### src/hdl/tsct_ram.sv
module tsct_ram #(
	parameter int WIDTH = 8,
	parameter int DEPTH = 16
) (
	input  logic                     clk,
	input  logic                     we,
	input  logic [$clog2(DEPTH)-1:0] waddr,
	input  logic [WIDTH-1:0]         wdata,
	input  logic                     re,
	input  logic [$clog2(DEPTH)-1:0] raddr,
	output logic [WIDTH-1:0]         rdata
);

	logic [WIDTH-1:0] mem_q [DEPTH];
	logic [WIDTH-1:0] rdata_q;

	// single write port
	always_ff @(posedge clk) begin
		if (we) begin
			mem_q[waddr] <= wdata;
		end
	end

	// registered read, holds when idle
	always_ff @(posedge clk) begin
		if (re) begin
			rdata_q <= mem_q[raddr];
		end
	end

	assign rdata = rdata_q;

endmodule

### config.mk
export PLATFORM = sky130hd
export DESIGN_NAME = tsct_ram
export DESIGN_NICKNAME = d
export VERILOG_FILES = /design/src/hdl/tsct_ram.sv
export SDC_FILE = /design/constraint.sdc
export NUM_CORES = 1
export LEC_CHECK = 0
export BUFFER_PORTS_ARGS = -buffer_cell sky130_fd_sc_hd__buf_2
export CORE_MARGIN = 3
export CORE_UTILIZATION = 54
export CTS_CLUSTER_DIAMETER = 30
export DETAILED_ROUTE_END_ITERATION = 10
export GPL_ROUTABILITY_DRIVEN = 0
export HOLD_SLACK_MARGIN = 0.12
export PLACE_DENSITY_LB_ADDON = 0.3
export SLEW_MARGIN = 15
export SYNTH_ARGS = -nofsm -noshare
export SYNTH_HDL_FRONTEND = slang
export SYNTH_SLANG_ARGS = --single-unit
### constraint.sdc
create_clock -name clk -period 1.7 [get_ports clk]
set_input_delay 0.17 -clock clk [delete_from_list [all_inputs] [get_ports clk]]
set_output_delay 0.17 -clock clk [all_outputs]
set_load 0.02 [all_outputs]
# ---- After elaboration in Yosys (flattened, before gate mapping)
# Memories as Yosys holds them, arrays and structs flattened. A register that Yosys moved wholly into a read port is not among the register bits.
# Index checks and enable logic that the tools add are counted.
dict set report word_totals {
  ff_bits 0
  ramBits 128
  in_bits 19
  output_inout_bits 8
  word_cells 3
  memories 1
}
# name words width read_ports rd_clocked_by_memory_dff write_ports line
set mem_list {}
lappend mem_list {mem_q 16 8 1 1 1 14} ;# logic [WIDTH-1:0] mem_q [DEPTH];
dict set report classes {
  n_mux 2
}
# op count
set ops {}
lappend ops {{1-bit 2-to-1 mux} 2}

# ---- Longest topological paths before layout
# Gate-level depths: netlist of the first run.
dict set report logic_depth {
  word_depth 2
  mapped_depth 5
  mapped_depth_nobuf 3
}

# ---- Worst setup path after synthesis of the first run
# No wires, ideal clock.
dict set report synth_path {
  path_kind {input -> register}
  startpoint {input port waddr[2]}
  endpoint {memory mem_q[0][0] (enable)}
  setup_ns 0.383
  arrival_time_ns 1.280
  t_required_ns 1.317
  slack_ns 0.037
  path_stages 2
  n_path_buf 0
  path_cell_list {or3b_2 > nor3_1}
}
# element line
set synth_lines {}
lappend synth_lines {{start: declaration} 7} ;# input logic [$clog2(DEPTH)-1:0] waddr,
lappend synth_lines {{end: declaration} 14}
# No word-level cell before the write port.

==> flow_summary_export.csv, run 1 <==
group,metric,value,unit
clock_tree,clockBufferDepth,2,
placed_design,place_area,5660,um^2
yosys,synth_top_cell_area_share,78.1,%
worst_setup_path,crit_path_top_delay_cell,"mux4_1",
worst_setup_path,cp_data_required_time,1.96,ns
power_and_ir_drop,power.density,1220,nW/um^2
clock_tree,cts_max_level,4,
grt,met2_usage,33.2,%
worst_setup_path,crit_buf_inv,0,
worst_setup_path,setup.worst_path.start_class,"register",
die,initial_core_util,56.0,%
die,dieArea,10900,um^2
sta,finalHoldViolCount,0,
detailed_routing,first_pass_iters,5,
detailed_routing,vias_per_cell,5.78,
sta,fmax,667,MHz
clock_tree,clk_latency,0.51,ns
finish,final_area,6320,um^2
detailed_routing,ant_nets,0,
yosys,synth_area_leader_cell,"edfxtp_1",
detailed_routing,avgRoutedWirePerCell,23.3,um
finish,multiInputGateArea,1060,um^2
sta,setup_viol,0,
grt,grt_first_pass_wirelength,16.2,mm
yosys,syn_area_per_cell,22.8,um^2
grt,grt.total_usage,20.7,%
finish,drive_above_1_share,31.5,%
finish,nNetsFinal,315,
min_path,min_path_type,"input pin to register",
grt,antenna_found_initial,0,
grt,grt_pass1_vias,2697,
power_and_ir_drop,leakage,2.15,nW
worst_setup_path,r2r_start,"mem_q[1][0]",
die,coreArea,9330,um^2
sta,worstMarginPinSlew,0.382,ns
clock_tree,clkTransAtPathRegs,0.06,ns
clock_tree,cts_sinks,136,
yosys,synth-seq-area-share,78.1,%
sta,relSlewSlack,74.5,%
yosys,synth_area_leaders,"edfxtp_1 78%, mux4_2 7.8%, mux4_1 7.0%",
finish,layout_commonest_cell,"edfxtp_1",
yosys,ys_ff_latch,136,
die,pin_count,27,
sta,worst_slack,0.201,ns
yosys,syn_nets,248,
worst_setup_path,crit_family,"multiplexers",
detailed_routing,drt_iter0_markers,190,
placed_design,port_buffers,26,
worst_setup_path,worst_path_largest_cell_delay,0.54,ns
placed_design,dp_hpwl,5.99,mm
yosys,yosysWarnings,0,
grt,grt_max_degree,33,
run,maxCapViolCount,0,
finish,layout_common_cells,"136 x edfxtp_1, 26 x buf_2, 19 x buf_4",
clock_tree,cts_setup_buffers,0,
sta,hold-worst-slack,0.222,ns
grt,grtUsageMet3,5.46,%
sta,rsz0062_at_grt,"false",
yosys,synth.distinct_cells,18,
worst_setup_path,startpoint,"mem_q[1][0]",
grt,busiest_layer,"met2",
outcome,status,"finished, final reports clean",
sta,skew,0.00554,ns
worst_setup_path,crit_type,"register to register",
die,rows,35,
finish,regArea,4080,um^2
clock_tree,root_buffer,"clkbuf_8",
die,die_y,104,um
finish,area_delta_synth_final,20.9,%
worst_setup_path,endpoint_kind,"register",
sta,period_share,88.2,%
die,fp.dieW,104,um
detailed_routing,wl,10.2,mm
finish,antennaDiodeCount,0,
worst_setup_path,worstPathArrival,1.76,ns
sta,layout_min_cycle_time,1.50,ns
clock_tree,ctsHoldBuffers,9,
clock_tree,cts_resized,0,
finish,n_fill_cell,573,
detailed_routing,vias,2527,
clock_tree,cts_tree,"done",
sta,drv_slew,0,
worst_setup_path,worstPathMaxFanout,1,
worst_setup_path,crit_chain,"mux4_1 -> a22oi_1 -> nand2_1",
grt,overflow,0,
yosys,syn_area,5230,um^2
detailed_routing,drc,0,
min_path,hold_start,"waddr[0]",
placed_design,pre_cts_slack,-0.0656,ns
clock_tree,numCtsBuffers,17,
yosys,syn-instance-count,229,
power_and_ir_drop,irDropWorstVdd,0.000667,V
grt,use_met1,27.6,%
sta,finalSetupTns,0,ns
-- sequential cells by signal, summed over array words and instances (netlist names) --
register / count
rdata: 8
mem_q: 128
-- worst reg2reg max path, stage by stage (launching register included) --
cell	delay (ns)
edfxtp_1	0.40
mux4_1	0.54
a22oi_1	0.24
nand2_1	0.08
-- cell type report --
| class | instances | share of cell area, % |
|---|---|---|
| Sequential cell | 136 | 64.6 |
| Multi-Input combinational cell | 83 | 16.7 |
| Timing Repair Buffer | 58 | 7.01 |
| Clock buffer | 17 | 6.55 |
| Clock inverter | 14 | 2.51 |
| Tap cell | 129 | 2.55 |
-- where the power goes --
group	internal (W)	leakage, nW	switching, W
registers	0.00378	1.24	0.0000228
logic	0.000174	0.650	0.000215
clock network	0.00220	0.266	0.00129
-- cell usage after synthesis (all sizes together) --
master / number
edfxtp: 136
mux4: 32
a22oi: 16
nor2: 13
nand2: 9
buf: 7
nor3: 4
clkdlybuf4s25: 3
nand2b: 2
nand3b: 2
and2: 1
and2b: 1
nand3: 1
nor2b: 1
or3b: 1
-- per-stage QoR --
step | cells | power [W] | utilization, %
after floorplan | 229 | 0.00407 | -
final | 437 | 0.00768 | 67.7
after global routing | 437 | 0.00795 | 67.7
after CTS | 437 | 0.00776 | 67.7
after global placement | 397 | 0.00423 | 60.6
after detailed placement | 397 | 0.00424 | 60.6
-- final timing paths --
check	end	depth (start not counted)	slack, ns
max	rdata[0]	3	0.20
min	mem_q[4][3]	3	0.22
max reg2reg	rdata[0]	3	0.20
min reg2reg	rdata[4]	3	0.76
-- cells by family after synthesis --
kind of cell | count (synthesis) | synth area share, %
compound gates | 16 | 2.30
mux | 32 | 14.8
simple gates | 35 | 3.14
buf+inv | 10 | 1.65
flops | 136 | 78.1
-- layer usage --
layer | vias to the layer above | routed length (um)
li1 | 1117 | -
met1 | 1306 | 4110
met2 | 94 | 5330
met3 | 10 | 616
met4 | 0 | 114
met5 | - | 0
Power figures use the tool's default switching activity.
==> inputs of run 2 (changes only) <==
--- a/config.mk
+++ b/config.mk
@@ -12,6 +12,7 @@
 export DETAILED_ROUTE_END_ITERATION = 10
 export GPL_ROUTABILITY_DRIVEN = 0
 export HOLD_SLACK_MARGIN = 0.12
+export MAX_ROUTING_LAYER = met4
 export PLACE_DENSITY_LB_ADDON = 0.3
 export SLEW_MARGIN = 15
 export SYNTH_ARGS = -nofsm -noshare
==> flow_summary_export.csv, run 2 (same netlist as run 1, synthesis figures left out) <==
group,metric,value,unit
placed_design,port_buffers,26,
clock_tree,cts_tree,"done",
finish,area_delta_synth_final,20.9,%
sta,layout_min_cycle_time,1.51,ns
worst_setup_path,setup.worst_path.start_class,"register",
grt,grt_first_pass_wirelength,16.2,mm
sta,hold-worst-slack,0.220,ns
sta,period_share,88.9,%
worst_setup_path,crit_path_top_delay_cell,"mux4_2",
worst_setup_path,endpoint_kind,"register",
worst_setup_path,crit_buf_inv,0,
finish,largest_reg_flops,128,
worst_setup_path,worstPathArrival,1.76,ns
outcome,status,"finished, final reports clean",
finish,n_fill_cell,573,
die,dieArea,10900,um^2
grt,overflow,0,
sta,relSlewSlack,73.5,%
clock_tree,cts_setup_buffers,0,
sta,fmax,662,MHz
die,rows,35,
detailed_routing,vias,2532,
clock_tree,root_buffer,"clkbuf_8",
die,fp.dieW,104,um
clock_tree,clkTransAtPathRegs,0.06,ns
grt,antenna_found_initial,0,
worst_setup_path,cp_data_required_time,1.95,ns
sta,finalHoldViolCount,0,
placed_design,dp_hpwl,5.99,mm
detailed_routing,avgRoutedWirePerCell,23.1,um
clock_tree,cts_max_level,4,
detailed_routing,vias_per_cell,5.79,
worst_setup_path,crit_type,"register to register",
clock_tree,clockBufferDepth,2,
worst_setup_path,crit_family,"multiplexers",
clock_tree,clk_latency,0.51,ns
die,pin_count,27,
finish,drive_above_1_share,31.5,%
sta,rsz0062_at_grt,"false",
detailed_routing,drc,0,
power_and_ir_drop,power.density,1220,nW/um^2
finish,max_flop_register,"mem_q",
clock_tree,cts_sinks,136,
sta,worstMarginPinSlew,0.397,ns
die,initial_core_util,56.0,%
die,coreArea,9330,um^2
die,die_y,104,um
worst_setup_path,worst_path_largest_cell_delay,0.47,ns
grt,grt_pass1_vias,2701,
grt,grt.total_usage,21.3,%
sta,setup_viol,0,
power_and_ir_drop,leakage,2.15,nW
finish,antennaDiodeCount,0,
worst_setup_path,worstPathMaxFanout,1,
detailed_routing,drt_iter0_markers,184,
sta,drv_slew,0,
finish,layout_common_cells,"136 x edfxtp_1, 26 x buf_2, 19 x buf_4",
detailed_routing,ant_nets,0,
run,maxCapViolCount,0,
finish,nNetsFinal,315,
grt,grt_max_degree,33,
worst_setup_path,crit_chain,"mux4_2 -> a22oi_1 -> nand2_1",
sta,skew,0.0157,ns
min_path,min_path_type,"input pin to register",
detailed_routing,wl,10.1,mm
power_and_ir_drop,irDropWorstVdd,0.000666,V
sta,finalSetupTns,0,ns
clock_tree,numCtsBuffers,17,
detailed_routing,first_pass_iters,4,
finish,layout_commonest_cell,"edfxtp_1",
## run 2: worst register-to-register path, stage by stage (launching register included)
cell      delay (ns)
edfxtp_1        0.38
mux4_2          0.47
a22oi_1         0.31
nand2_1         0.10
## run 2: cell type report
class	count	area, um^2	share of cell area [%]
Clock buffer	17	414	6.55
Clock inverter	14	159	2.51
Multi-Input combinational cell	83	1060	16.7
Sequential cell	136	4080	64.6
Tap cell	129	161	2.55
Timing Repair Buffer	58	443	7.01
## run 2: metrics by stage
step / cells / utilization [%] / power (W) / cell area, um^2 / setup WS, ns
final: 437 / 67.7 / 0.00768 / 6320 / 0.189
after global routing: 437 / 67.7 / 0.00796 / 6320 / 0.106
after detailed placement: 397 / 60.6 / 0.00424 / 5660 / -0.0656
after floorplan: 229 / - / 0.00407 / 5230 / 0.0371
after CTS: 437 / 67.7 / 0.00776 / 6320 / 0.179
after global placement: 397 / 60.6 / 0.00423 / 5660 / -0.0798
## run 2: where the power goes
part           leakage [nW]  internal, W  total (W)  switching, W
sequential             1.24      0.00378    0.00380     0.0000229
combinational         0.650     0.000174   0.000388      0.000214
clock                 0.266      0.00220    0.00349       0.00129
total                  2.15      0.00616    0.00768       0.00153
## run 2: final timing paths
check                 to  slack, ns        start  cells after the start
min          mem_q[4][3]       0.22     waddr[0]                      3
max reg2reg     rdata[6]       0.19  mem_q[8][6]                      3
max             rdata[6]       0.19  mem_q[8][6]                      3
min reg2reg     rdata[4]       0.76  mem_q[8][4]                      3
## run 2: repair_timing
item                      in CTS  in global routing
hold endpoints to repair     136                  0
resized for setup              0                  0
hold buffers                   9                  0
## run 2: per-layer routing
| metal | global-route usage, % | routed length, um |
|---|---|---|
| met5 | - | 0 |
| met4 | 6.65 | 102 |
| met3 | 5.83 | 621 |
| met2 | 33.0 | 5270 |
| met1 | 28.0 | 4080 |
